File: src/rtl/tbed_pkg.sv
`timescale 1ns / 1ps
// Package for the two-button event detector: item and result types,
// event bit positions and register reset value. No dependencies.
package tbed_pkg;

	localparam int unsigned EV_W     = 5;
	localparam int unsigned HOLD_W   = 16;

	localparam logic [HOLD_W-1:0] HOLD_TICKS_RESET = 16'd1464;

	localparam int unsigned EV_RIGHT_DOWN = 0;
	localparam int unsigned EV_RIGHT_UP   = 1;
	localparam int unsigned EV_LEFT_DOWN  = 2;
	localparam int unsigned EV_LEFT_UP    = 3;
	localparam int unsigned EV_BOTH_UP    = 4;

	typedef enum logic {
		KIND_TICK = 1'b0,
		KIND_READ = 1'b1
	} tbed_kind_t;

	typedef struct packed {
		tbed_kind_t kind;
		logic       right_pressed;
		logic       left_pressed;
	} tbed_item_t;

	typedef struct packed {
		logic [EV_W-1:0] events;
		logic            power_request;
	} tbed_result_t;

endpackage

File: src/rtl/tbed_core.sv
`timescale 1ns / 1ps
// Event state and hold counter of the two-button event detector.
// Updates state for one item when en is high; depends on tbed_pkg.
module tbed_core
	import tbed_pkg::*;
(
	input  logic               clk,
	input  logic               arst_n,
	input  logic               cfg_we,
	input  logic [HOLD_W-1:0]  cfg_data,
	input  logic               en,
	input  tbed_item_t         item,
	output tbed_result_t       res
);

	logic [HOLD_W-1:0] hold_ticks_q;
	logic              prev_right_q;
	logic              prev_left_q;
	logic              both_held_q;
	logic [HOLD_W-1:0] left_count_q;
	logic [EV_W-1:0]   pending_q;

	logic              prev_right_d;
	logic              prev_left_d;
	logic              both_held_d;
	logic [HOLD_W-1:0] left_count_d;
	logic [EV_W-1:0]   pending_d;
	logic [HOLD_W-1:0] count_inc;

	assign count_inc = left_count_q + 1'b1;

	always_comb begin
		logic r;
		logic l;
		r            = item.right_pressed;
		l            = item.left_pressed;
		prev_right_d = prev_right_q;
		prev_left_d  = prev_left_q;
		both_held_d  = both_held_q;
		left_count_d = left_count_q;
		pending_d    = pending_q;
		res          = '0;
		unique case (item.kind)
			KIND_READ: begin
				res.events = pending_q;
				pending_d  = '0;
			end
			KIND_TICK: begin
				if (!l) begin
					left_count_d = '0;
				end else if (left_count_q < hold_ticks_q) begin
					left_count_d      = count_inc;
					res.power_request = (count_inc == hold_ticks_q);
				end else begin
					left_count_d = hold_ticks_q;
				end

				if (r && l) begin
					both_held_d = 1'b1;
				end

				if (r && !prev_right_q) begin
					pending_d[EV_RIGHT_DOWN] = 1'b1;
				end else if (!r && prev_right_q) begin
					if (!both_held_d) begin
						pending_d[EV_RIGHT_UP] = 1'b1;
					end else if (!l) begin
						pending_d[EV_BOTH_UP] = 1'b1;
						both_held_d           = 1'b0;
					end
				end

				// left release sees both_held after the right release
				if (l && !prev_left_q) begin
					pending_d[EV_LEFT_DOWN] = 1'b1;
				end else if (!l && prev_left_q) begin
					if (!both_held_d) begin
						pending_d[EV_LEFT_UP] = 1'b1;
					end else if (!r) begin
						pending_d[EV_BOTH_UP] = 1'b1;
						both_held_d           = 1'b0;
					end
				end

				prev_right_d = r;
				prev_left_d  = l;
			end
			default: begin
				res = '0;
			end
		endcase
	end

	always_ff @(posedge clk or negedge arst_n) begin
		if (!arst_n) begin
			hold_ticks_q <= HOLD_TICKS_RESET;
		end else if (cfg_we) begin
			hold_ticks_q <= cfg_data;
		end
	end

	always_ff @(posedge clk or negedge arst_n) begin
		if (!arst_n) begin
			prev_right_q <= 1'b0;
			prev_left_q  <= 1'b0;
			both_held_q  <= 1'b0;
			left_count_q <= '0;
			pending_q    <= '0;
		end else if (en) begin
			prev_right_q <= prev_right_d;
			prev_left_q  <= prev_left_d;
			both_held_q  <= both_held_d;
			left_count_q <= left_count_d;
			pending_q    <= pending_d;
		end
	end

endmodule

File: src/rtl/two_button_event_detector.sv
`timescale 1ns / 1ps
// Top level of the two-button event detector: input register, result
// register and stream handshake around tbed_core; depends on tbed_pkg.
//
// Use: each input word is either a poll tick carrying both button levels
// (1 = pressed) or a read that returns and clears the pending event mask.
// Every input word gives exactly one output word. On a tick the output
// carries power_request, high on the tick the left hold count first
// reaches hold_ticks; on a read it carries the event mask.
// hold_ticks is written through cfg_we / cfg_data while the block is idle.
//
// Path: an accepted input word passes the input register, then one pass
// through the update logic into the result register, whose valid flag
// drives m_tvalid.
// Throughput: one word per cycle unless the output stalls; the state update
// is a single pass of flag logic and one 16-bit increment and compare.
// Reset: hold_ticks returns to 1464, all button state, the hold count and
// the event mask clear, and both registers are empty.
// Stall: while m_tready is low the result word holds; one more input word
// is taken into the input register, then s_tready drops until the output
// drains.
module two_button_event_detector
	import tbed_pkg::*;
(
	input  logic              clk,
	input  logic              arst_n,
	input  logic              cfg_we,
	input  logic [HOLD_W-1:0] cfg_data,
	input  logic              s_tvalid,
	output logic              s_tready,
	input  logic [7:0]        s_tdata,   // [0] right_pressed, [1] left_pressed, [7:2] zero
	input  logic [0:0]        s_tuser,   // [0] kind
	output logic              m_tvalid,
	input  logic              m_tready,
	output logic [7:0]        m_tdata    // [4:0] events, [5] power_request, [7:6] zero
);

	logic         valid_s1;
	tbed_item_t   item_s1;
	logic         m_tvalid_q;
	tbed_result_t result_q;
	tbed_result_t res;
	logic         advance;

	assign advance  = valid_s1 && (!m_tvalid_q || m_tready);
	assign s_tready = !valid_s1 || advance;

	always_ff @(posedge clk or negedge arst_n) begin
		if (!arst_n) begin
			valid_s1 <= 1'b0;
		end else if (s_tready) begin
			valid_s1 <= s_tvalid;
		end
	end

	always_ff @(posedge clk) begin
		if (s_tready && s_tvalid) begin
			item_s1.kind          <= tbed_kind_t'(s_tuser[0]);
			item_s1.right_pressed <= s_tdata[0];
			item_s1.left_pressed  <= s_tdata[1];
		end
	end

	tbed_core u_core (
		.clk      (clk),
		.arst_n   (arst_n),
		.cfg_we   (cfg_we),
		.cfg_data (cfg_data),
		.en       (advance),
		.item     (item_s1),
		.res      (res)
	);

	always_ff @(posedge clk or negedge arst_n) begin
		if (!arst_n) begin
			m_tvalid_q <= 1'b0;
		end else if (advance) begin
			m_tvalid_q <= 1'b1;
		end else if (m_tready) begin
			m_tvalid_q <= 1'b0;
		end
	end

	always_ff @(posedge clk) begin
		if (advance) begin
			result_q <= res;
		end
	end

	assign m_tvalid = m_tvalid_q;
	assign m_tdata  = {2'b00, result_q.power_request, result_q.events};

	a_power_only_on_tick: assert property (@(posedge clk) disable iff (!arst_n)
		(m_tvalid && m_tdata[5]) |-> (m_tdata[4:0] == '0))
		else $error("power request together with events");

	a_stall_only_when_full: assert property (@(posedge clk) disable iff (!arst_n)
		!s_tready |-> (valid_s1 && m_tvalid_q && !m_tready))
		else $error("input stalled without a full pipeline");

	a_drain_when_free: assert property (@(posedge clk) disable iff (!arst_n)
		(valid_s1 && !m_tvalid_q) |=> m_tvalid_q)
		else $error("pending word not moved to output");

	a_read_no_power: assert property (@(posedge clk) disable iff (!arst_n)
		(advance && item_s1.kind == KIND_READ) |=> !m_tdata[5])
		else $error("power request on a read");

endmodule
File: config.mk
export PLATFORM = sky130hd
export DESIGN_NAME = two_button_event_detector
export DESIGN_NICKNAME = d
export VERILOG_FILES = /design/src/rtl/tbed_pkg.sv /design/src/rtl/tbed_core.sv /design/src/rtl/two_button_event_detector.sv
export SDC_FILE = /design/constraint.sdc
export NUM_CORES = 1
export LEC_CHECK = 0
export BUFFER_PORTS_ARGS = -buffer_cell sky130_fd_sc_hd__buf_2
export CAP_MARGIN = 25
export CORE_MARGIN = 2
export CORE_UTILIZATION = 40
export DETAILED_ROUTE_END_ITERATION = 8
export GPL_ROUTABILITY_DRIVEN = 0
export PLACE_DENSITY = 0.67
export REMOVE_ABC_BUFFERS = 1
export SKIP_CTS_REPAIR_TIMING = 1
export SLEW_MARGIN = 40
export SYNTH_ARGS = -nofsm -noshare
export SYNTH_HDL_FRONTEND = slang
export SYNTH_SLANG_ARGS = --single-unit
File: constraint.sdc
create_clock -name clk -period 3.8 [get_ports clk]
set_input_delay 0.76 -clock clk [delete_from_list [all_inputs] [get_ports clk]]
set_output_delay 0.76 -clock clk [all_outputs]
set_load 0.01 [all_outputs]
# Word level (Yosys, flattened, before mapping)
# Index checks and enable logic that the tools add are counted.
# op_classes
reduce_logical	22
add_sub_neg	1
n_bitwise	3
n_shift	0
div_mod_pow	0
n_mux	30
n_eq_ne	9
n_mul	0
magnitude_cmp	1
# ops
op	n
16-bit 2-to-1 mux	2
1-bit 2-to-1 mux	25
16-bit by 1-bit adder with 16-bit output, second input constant	1
16-bit == test	1
16-bit less-than comparator	1
5-bit one-hot mux with 2 select lines	1
2-bit by 1-bit inequality test with 1-bit output, second input constant	4
2-bit inequality test, second input constant	4
4-bit AND reduction	2
1-bit logical AND	7
1-bit zero test	6
2-bit AND reduction	3
2-bit 2-to-1 mux	2
1-bit inverter	3
3-bit OR reduction	1
1-bit logical OR	2
2-bit nonzero test	1
# word_totals
ff_bits	51
out_inout_bits	10
ram_bits	0
latch_bits	0
mem_count	0
in_bits	30
rom_bits	0
elab_cells	83

# Longest topological paths before layout
# Gate-level depths: netlist (run 1).
# logic_depth
word_depth	11
ltp_mapped	10
mapped_depth_nobuf	9

# By module
# A second synthesis (run 1) with hierarchy kept.
# unflattened
hier_cells	378
area_unflattened_um2	3384.5
# modules_own_cells
module	seq_area_each_um2	cells_per_inst	instances	area_per_inst_um2
tbed_core	1008.5	358	1	2991.6
two_button_event_detector	320.3	20	1	392.9

# Worst setup path after synthesis (run 1)
# No wires, ideal clock.
# synth_path
path_type	register -> register
from	register u_core.hold_ticks_q[10]
to	register u_core.left_count_q[12]
setup_time_ns	0.135
required_ns	3.665
n_path_buf	1
synth_period_minus_slack_ns	2.404
setup_slack_ns	1.396
path_stages_with_launch	11
arrival_time_ns	2.270
cell_sequence	dfstp_2 -> inv_1 -> ha_1 -> nand2_1 -> o21ai_0 -> a41oi_1 -> a2111oi_4 -> nor2_1 -> clkbuf_1 -> a21oi_1 -> o22ai_1
# synth_via
elab_chain_cells	3
# synth_rtl
item	line_no	text
from (decl)	tbed_core.sv:16	logic [HOLD_W-1:0] hold_ticks_q;
from (signal assigned)	tbed_core.sv:98	hold_ticks_q <= cfg_data;
16-bit less-than comparator	tbed_core.sv:51	end else if (left_count_q < hold_ticks_q) begin
16-bit 2-to-1 mux	tbed_core.sv:51	
16-bit 2-to-1 mux	tbed_core.sv:49	if (!l) begin
to (signal assigned)	tbed_core.sv:113	left_count_q <= left_count_d;
to (decl)	tbed_core.sv:20	logic [HOLD_W-1:0] left_count_q;
# No other way between the ends.
# A chain may end at the register's enable or synchronous reset.

# Worst setup path in the final report (run 1)
# layout_path
from	register u_core.left_count_q[9]
to	register result_q (netlist bit m_tdata[5]) (data pin)
# layout_via
elab_chain_cells	3
elab_cells_between_ends	5
classes_between	1 x add/sub; 1 x order compare; 1 x eq/ne; 1 x bitwise; 1 x reduce/logical
# layout_rtl
item	line_no	text
parallel branches: the longest is 3 deep, another holds 16-bit by 1-bit adder with 16-bit output	--	
to (signal assigned)	two_button_event_detector.sv:86	result_q <= res;
to (decl)	two_button_event_detector.sv:41	tbed_result_t result_q;
# Several ways; the timed one is not identified.

==> metrics.md, run 1 <==
| Metric | Value |
|---|---|
| RSZ-0062 raised after global routing | no |
| Detailed-route wire length | 6.41 mm |
| Yosys Warn Count | 0 |
| Max cap viols | 0 |
| Vias in the first global route | 2,309 |
| Num CTS Buffers | 5 |
| DRC | 0 |
| Crit path arrival time | 2930 ps |
| Worst EP required | 3900 ps |
| Main synth FF type | dfrtp_1 |
| Status | complete, no violations |
| Ys async rst share | 82.4% |
| Max clock buf depth | 2 |
| HPWL Detailed | 4.53 mm |
| WS Path Type | reg2reg |
| Top-count cell post-synth | dfrtp_1 |
| Vias | 2,404 |
| First-pass GRT wire length | 10.9 mm |
| Routed Antenna Nets | 0 |
| Setup TNS Final | 0 ps |
| CP endpoint kind | flop |
| EDFF count, synth | 9 |
| Congestion Overflow GR | 0 |
| Hold slack | 433 ps |
| Port Buffers | 31 |
| Worst slack, placed | 964 ps |
| Max Fanout on Critical Path | 17 |
| Final Slew Violations | 0 |
| Root Buffer | clkbuf_8 |
| Vias per cell | 5.21 |
| CTS clock-pin slew for the worst setup and hold paths | 90 ps |
| Initial antenna violation count | 0 |
| Min Tclk post-route | 2830 ps |
| Commonest cells in the netlist | dfrtp_1, inv_1, nand2_1 |
| # diodes | 0 |
| Overall power | 1.29 mW |
| Ranking of synthesized cells by area | dfrtp_1, edfxtp_1, ha_1, dfstp_2, mux2i_1 |
| Fin Clk Skew | 6.70 ps |
| Final nets | 405 |
| Top-area cell type share of the netlist area | 28.8% |
| Synth unique cells | 48 |
| Crit start category | flop |
| Worst flop-to-flop path startpoint | u_core.left_count_q[9]$_DFFE_PN0P_ |
| Area Growth Syn to Fin | 9.86% |
| Initial Util | 40.8% |
| Total track usage | 15.8% |
| H-tree levels | 2 |
| Clk_lat worst skew | 300 ps |
| Syn_area_per_cell | 9.35 um2 |
| Static Leak | 1.62 nW |
| Largest net degree at the start of global routing | 43 |
| Relative slew slack | 54.7% |
| CP startpoint | u_core.left_count_q[9]$_DFFE_PN0P_ |
| FF-to-FF path depth | 8 |
| Die Y-Extent | 92.4 um |
| Max VDD drop | 0.000163 V |
| Synth Instances | 334 |
| Fin worst setup slack | 967 ps |
| Max Freq | 353 MHz |
| Clock tree sinks | 51 |
| Area leader, netlist | dfrtp_1 |
| Placed Instance Area | 3340 um2 |
| CTS tree | yes |
| Hold/Removal Path Class | in2async |
| Share of cells above drive strength 1 | 16.2% |
| Power per standard cell area | 376 nW/um2 |
| Num rows | 32 |
| Post-route cell area | 3430 um2 |
| Wire length per cell | 13.9 um |
| Drt pass-1 iters | 5 |
| Initial drt markers | 146 |
| Seq cells post-synth | 51 |
| IO Count | 40 |
| Worst slew pin tran | 678 ps |
| Post-synthesis sequential area ratio | 42.5% |
| Final setup viols | 0 |
| Syn Std Cell Area | 3120 um2 |
| Final Hold Violating Endpoints | 0 |
| Core area | 7650 um2 |
| DIE WIDTH | 92.4 um |
| Die area | 8530 um2 |
| Crit share post-route | 74.6% |
[final cells by class]
cell class	instances	area [um2]
Tap cell	102	128
Fill cell	738	4220
Clock buffer	5	68.8
Clock inverter	3	20.0
Timing Repair Buffer	31	158
Multi-Input combinational cell	236	1600
Sequential cell	51	1330
Inverter	33	124
[registers in the layout, summed over array words and instances (netlist names), 3 cells and up]
signal / count
u_core.hold_ticks_q: 16
u_core.left_count_q: 16
m_tdata: 6
u_core.pending_q: 5
item_s1: 3
[placed cells by master (no fill, tap or decap), types with 5 or more instances in the layout]
master	synthesis	layout
nand3_1	8	8
and3_1	5	5
nand2_1	28	28
inv_1	32	32
xnor2_1	16	16
edfxtp_1	9	9
mux2i_1	15	15
ha_1	17	17
xor2_1	6	6
nand2b_1	7	6
nor2_1	21	20
buf_2	0	30
dfrtp_1	36	36
and2_1	6	6
clkbuf_8	0	5
o21ai_0	25	25
dfstp_2	6	6
a31oi_1	7	7
a21oi_1	25	25
o22ai_1	14	14
[worst max-delay path, stage by stage (launching register included)]
cell and delay (ps):
dfrtp_1 490, ha_1 350, a21oi_1 150, o21ai_0 170, a41oi_1 340, a2111oi_4 140
nor2_4 580, inv_2 60, nor4_2 360
[layer usage]
layer	vias to the layer above	part of all wire, %	GRT usage (%)
met1	1117	47	22.1
met5	-	0	0
met2	62	46	24.8
met3	10	4.7	2.60
met4	0	1.9	5.72
li1	1215	-	-
[kinds of logic after synthesis]
logic type / synth area share, %
and+or+nand+nor: 14.7
muxes: 5.53
buffers and inverters: 6.37
adders and majority gates: 6.81
DFF: 42.5
other: 0.120
xor gates and xnor gates: 6.17
AOI/OAI and AO/OA: 17.7
[path summary, 6_finish.rpt]
kind                            slack (ps)                                 end
min in group clk                       520                m_tvalid$_DFFE_PN0P_
worst max register to register         970            m_tdata[5]$_SDFFCE_PP0P_
worst min register to register         520                m_tvalid$_DFFE_PN0P_
max in group asynchronous             2980  u_core.hold_ticks_q[4]$_DFFE_PN1P_
worst min-delay path                   430  u_core.hold_ticks_q[9]$_DFFE_PN0P_
worst max-delay path                   970            m_tdata[5]$_SDFFCE_PP0P_
[through the flow]
stage,cells,util (%)
5_1_grt,461,44.9
6_report,461,44.9
4_1_cts,461,44.8
3_5_place_dp,453,43.7
3_3_place_gp,453,43.6
2_1_floorplan,320,-
[report_power, final]
part	switching, mW	internal, mW
Clock	0.188	0.129
Combinational	0.167	0.124
Sequential	0.0591	0.623
No activity file was read; power rests on OpenSTA's default activity.
==> run 2: changes to the inputs <==
==> constraint.sdc (replaced) <==
create_clock -name clk -period 2.9 [get_ports clk]
set_input_delay 0.58 -clock clk [delete_from_list [all_inputs] [get_ports clk]]
set_output_delay 0.58 -clock clk [all_outputs]
set_load 0.01 [all_outputs]
==> metrics.md, run 2 (synthesis gave the netlist of run 1 again) <==
| Metric | Value |
|---|---|
| Initial drt markers | 108 |
| Crit start category | flop |
| Crit path arrival time | 2780 ps |
| DIE WIDTH | 92.4 um |
| Wire length per cell | 13.8 um |
| First-pass GRT wire length | 11.2 mm |
| Min Tclk post-route | 2600 ps |
| Max clock buf depth | 2 |
| Worst path max stage delay | 570 ps |
| Worst EP required | 3080 ps |
| Max Fanout on Critical Path | 5 |
| Hold/Removal Path Class | in2async |
| Die Y-Extent | 92.4 um |
| Relative slew slack | 60.8% |
| Num CTS Buffers | 5 |
| Status | complete, no violations |
| Initial Util | 40.8% |
| Clock tree sinks | 51 |
| CTS tree | yes |
| Root Buffer | clkbuf_8 |
| WS Path Type | reg2reg |
| Static Leak | 1.69 nW |
| Detailed-route wire length | 6.50 mm |
| # diodes | 0 |
| Routed Antenna Nets | 0 |
| Final Slew Violations | 0 |
| Most common cell after layout, fill and taps aside | dfrtp_1 |
| Die area | 8530 um2 |
| Initial antenna violation count | 0 |
| Total track usage | 16.1% |
| Core area | 7650 um2 |
| Setup TNS Final | 0 ps |
| IO Count | 40 |
| Max Freq | 385 MHz |
| Slowest-stage cell, CP | dfstp_2 |
| Final nets | 414 |
| Vias | 2,442 |
| CP endpoint kind | flop |
| Final Hold Violating Endpoints | 0 |
| Final setup viols | 0 |
| Max VDD drop | 0.000314 V |
| Clk_lat worst skew | 310 ps |
| DRC | 0 |
| Largest net degree at the start of global routing | 43 |
| Crit share post-route | 89.5% |
| Fin Clk Skew | 5.96 ps |
| Worst-path cell chain | inv_1, ha_1, nand2_1, o21ai_0, a211oi_2, a2111oi_4, nor2_4, buf_4, mux2i_1, o22ai_1 |
| Most frequent cells in the layout | dfrtp_1, inv_1, buf_2, nand2_1 |
| Max cap viols | 0 |
| Vias per cell | 5.20 |
| Post-layout util | 46.4% |
| Num rows | 32 |
| Congestion Overflow GR | 0 |
| H-tree levels | 2 |
| Port Buffers | 31 |
| CTS clock-pin slew for the worst setup and hold paths | 100 ps |
| HPWL Detailed | 4.73 mm |
| Share of cells above drive strength 1 | 18.2% |
| Worst slew pin tran | 587 ps |
| Area Growth Syn to Fin | 13.6% |
| Vias in the first global route | 2,358 |
| Power per standard cell area | 533 nW/um2 |
| RSZ-0062 raised after global routing | no |
| Drt pass-1 iters | 4 |
run 2: final cells by class:
class                   instances  area, um2
well taps                     102        128
fillers                       721       4100
clock inverters                 3       71.3
flip-flops and latches         51       1330
multi-input cells             236       1600
inverters                      33        124
repair buffers                 40        225
clock buffers                   5       68.8
run 2: worst paths after layout:
path / startpoint / depth (start not counted) / slack (ps) / endpoint
max reg2reg: u_core.hold_ticks_q[10]$_DFFE_PN1P_ / 10 / 300 / u_core.left_count_q[4]$_DFFE_PN0P_
min reg2reg: valid_s1$_DFFE_PN0N_ / 1 / 520 / m_tvalid$_DFFE_PN0P_
min: arst_n / 1 / 250 / u_core.hold_ticks_q[6]$_DFFE_PN0P_
max: u_core.hold_ticks_q[10]$_DFFE_PN1P_ / 10 / 300 / u_core.left_count_q[4]$_DFFE_PN0P_
min in group clk: s_tdata[0] / 1 / 450 / item_s1[1]$_DFFE_PP_
max in group asynchronous: arst_n / 1 / 2270 / u_core.both_held_q$_DFFE_PN0P_
run 2: report_power, final:
part           leakage [nW]  switching [mW]  internal (mW)  total [mW]
clock                0.0703           0.251          0.350       0.601
sequential            0.617          0.0771          0.816       0.893
combinational          1.00           0.223          0.172       0.395
total                  1.69           0.551           1.34        1.89
run 2: critical path, delay by kind of cell, from the launching register on:
kind                       cells  cell delay [ps]
adders and majority gates      1              300
and+or+nand+nor                2              170
DFF                            1              570
buffers and inverters          2              270
muxes                          1              160
AOI/OAI and AO/OA              4             1000
run 2: layer usage:
layer	GRT usage, %	part of all wire [%]
met2	25.5	47
met1	23.1	47
met5	0	0
met4	4.23	1.4
met3	2.44	4.3
run 2: per-stage QoR:
stage          hold WS (ps)  worst slack [ps]  power, mW  cell area, um2  std cells
3_3_place_gp            481               105       1.29            3400        462
3_5_place_dp            494               189       1.30            3410        462
4_1_cts                 270               184       1.91            3550        470
2_1_floorplan           284               566       1.17            3050        320
5_1_grt                 290              24.3       1.99            3550        470
6_report                247               305       1.89            3550        470
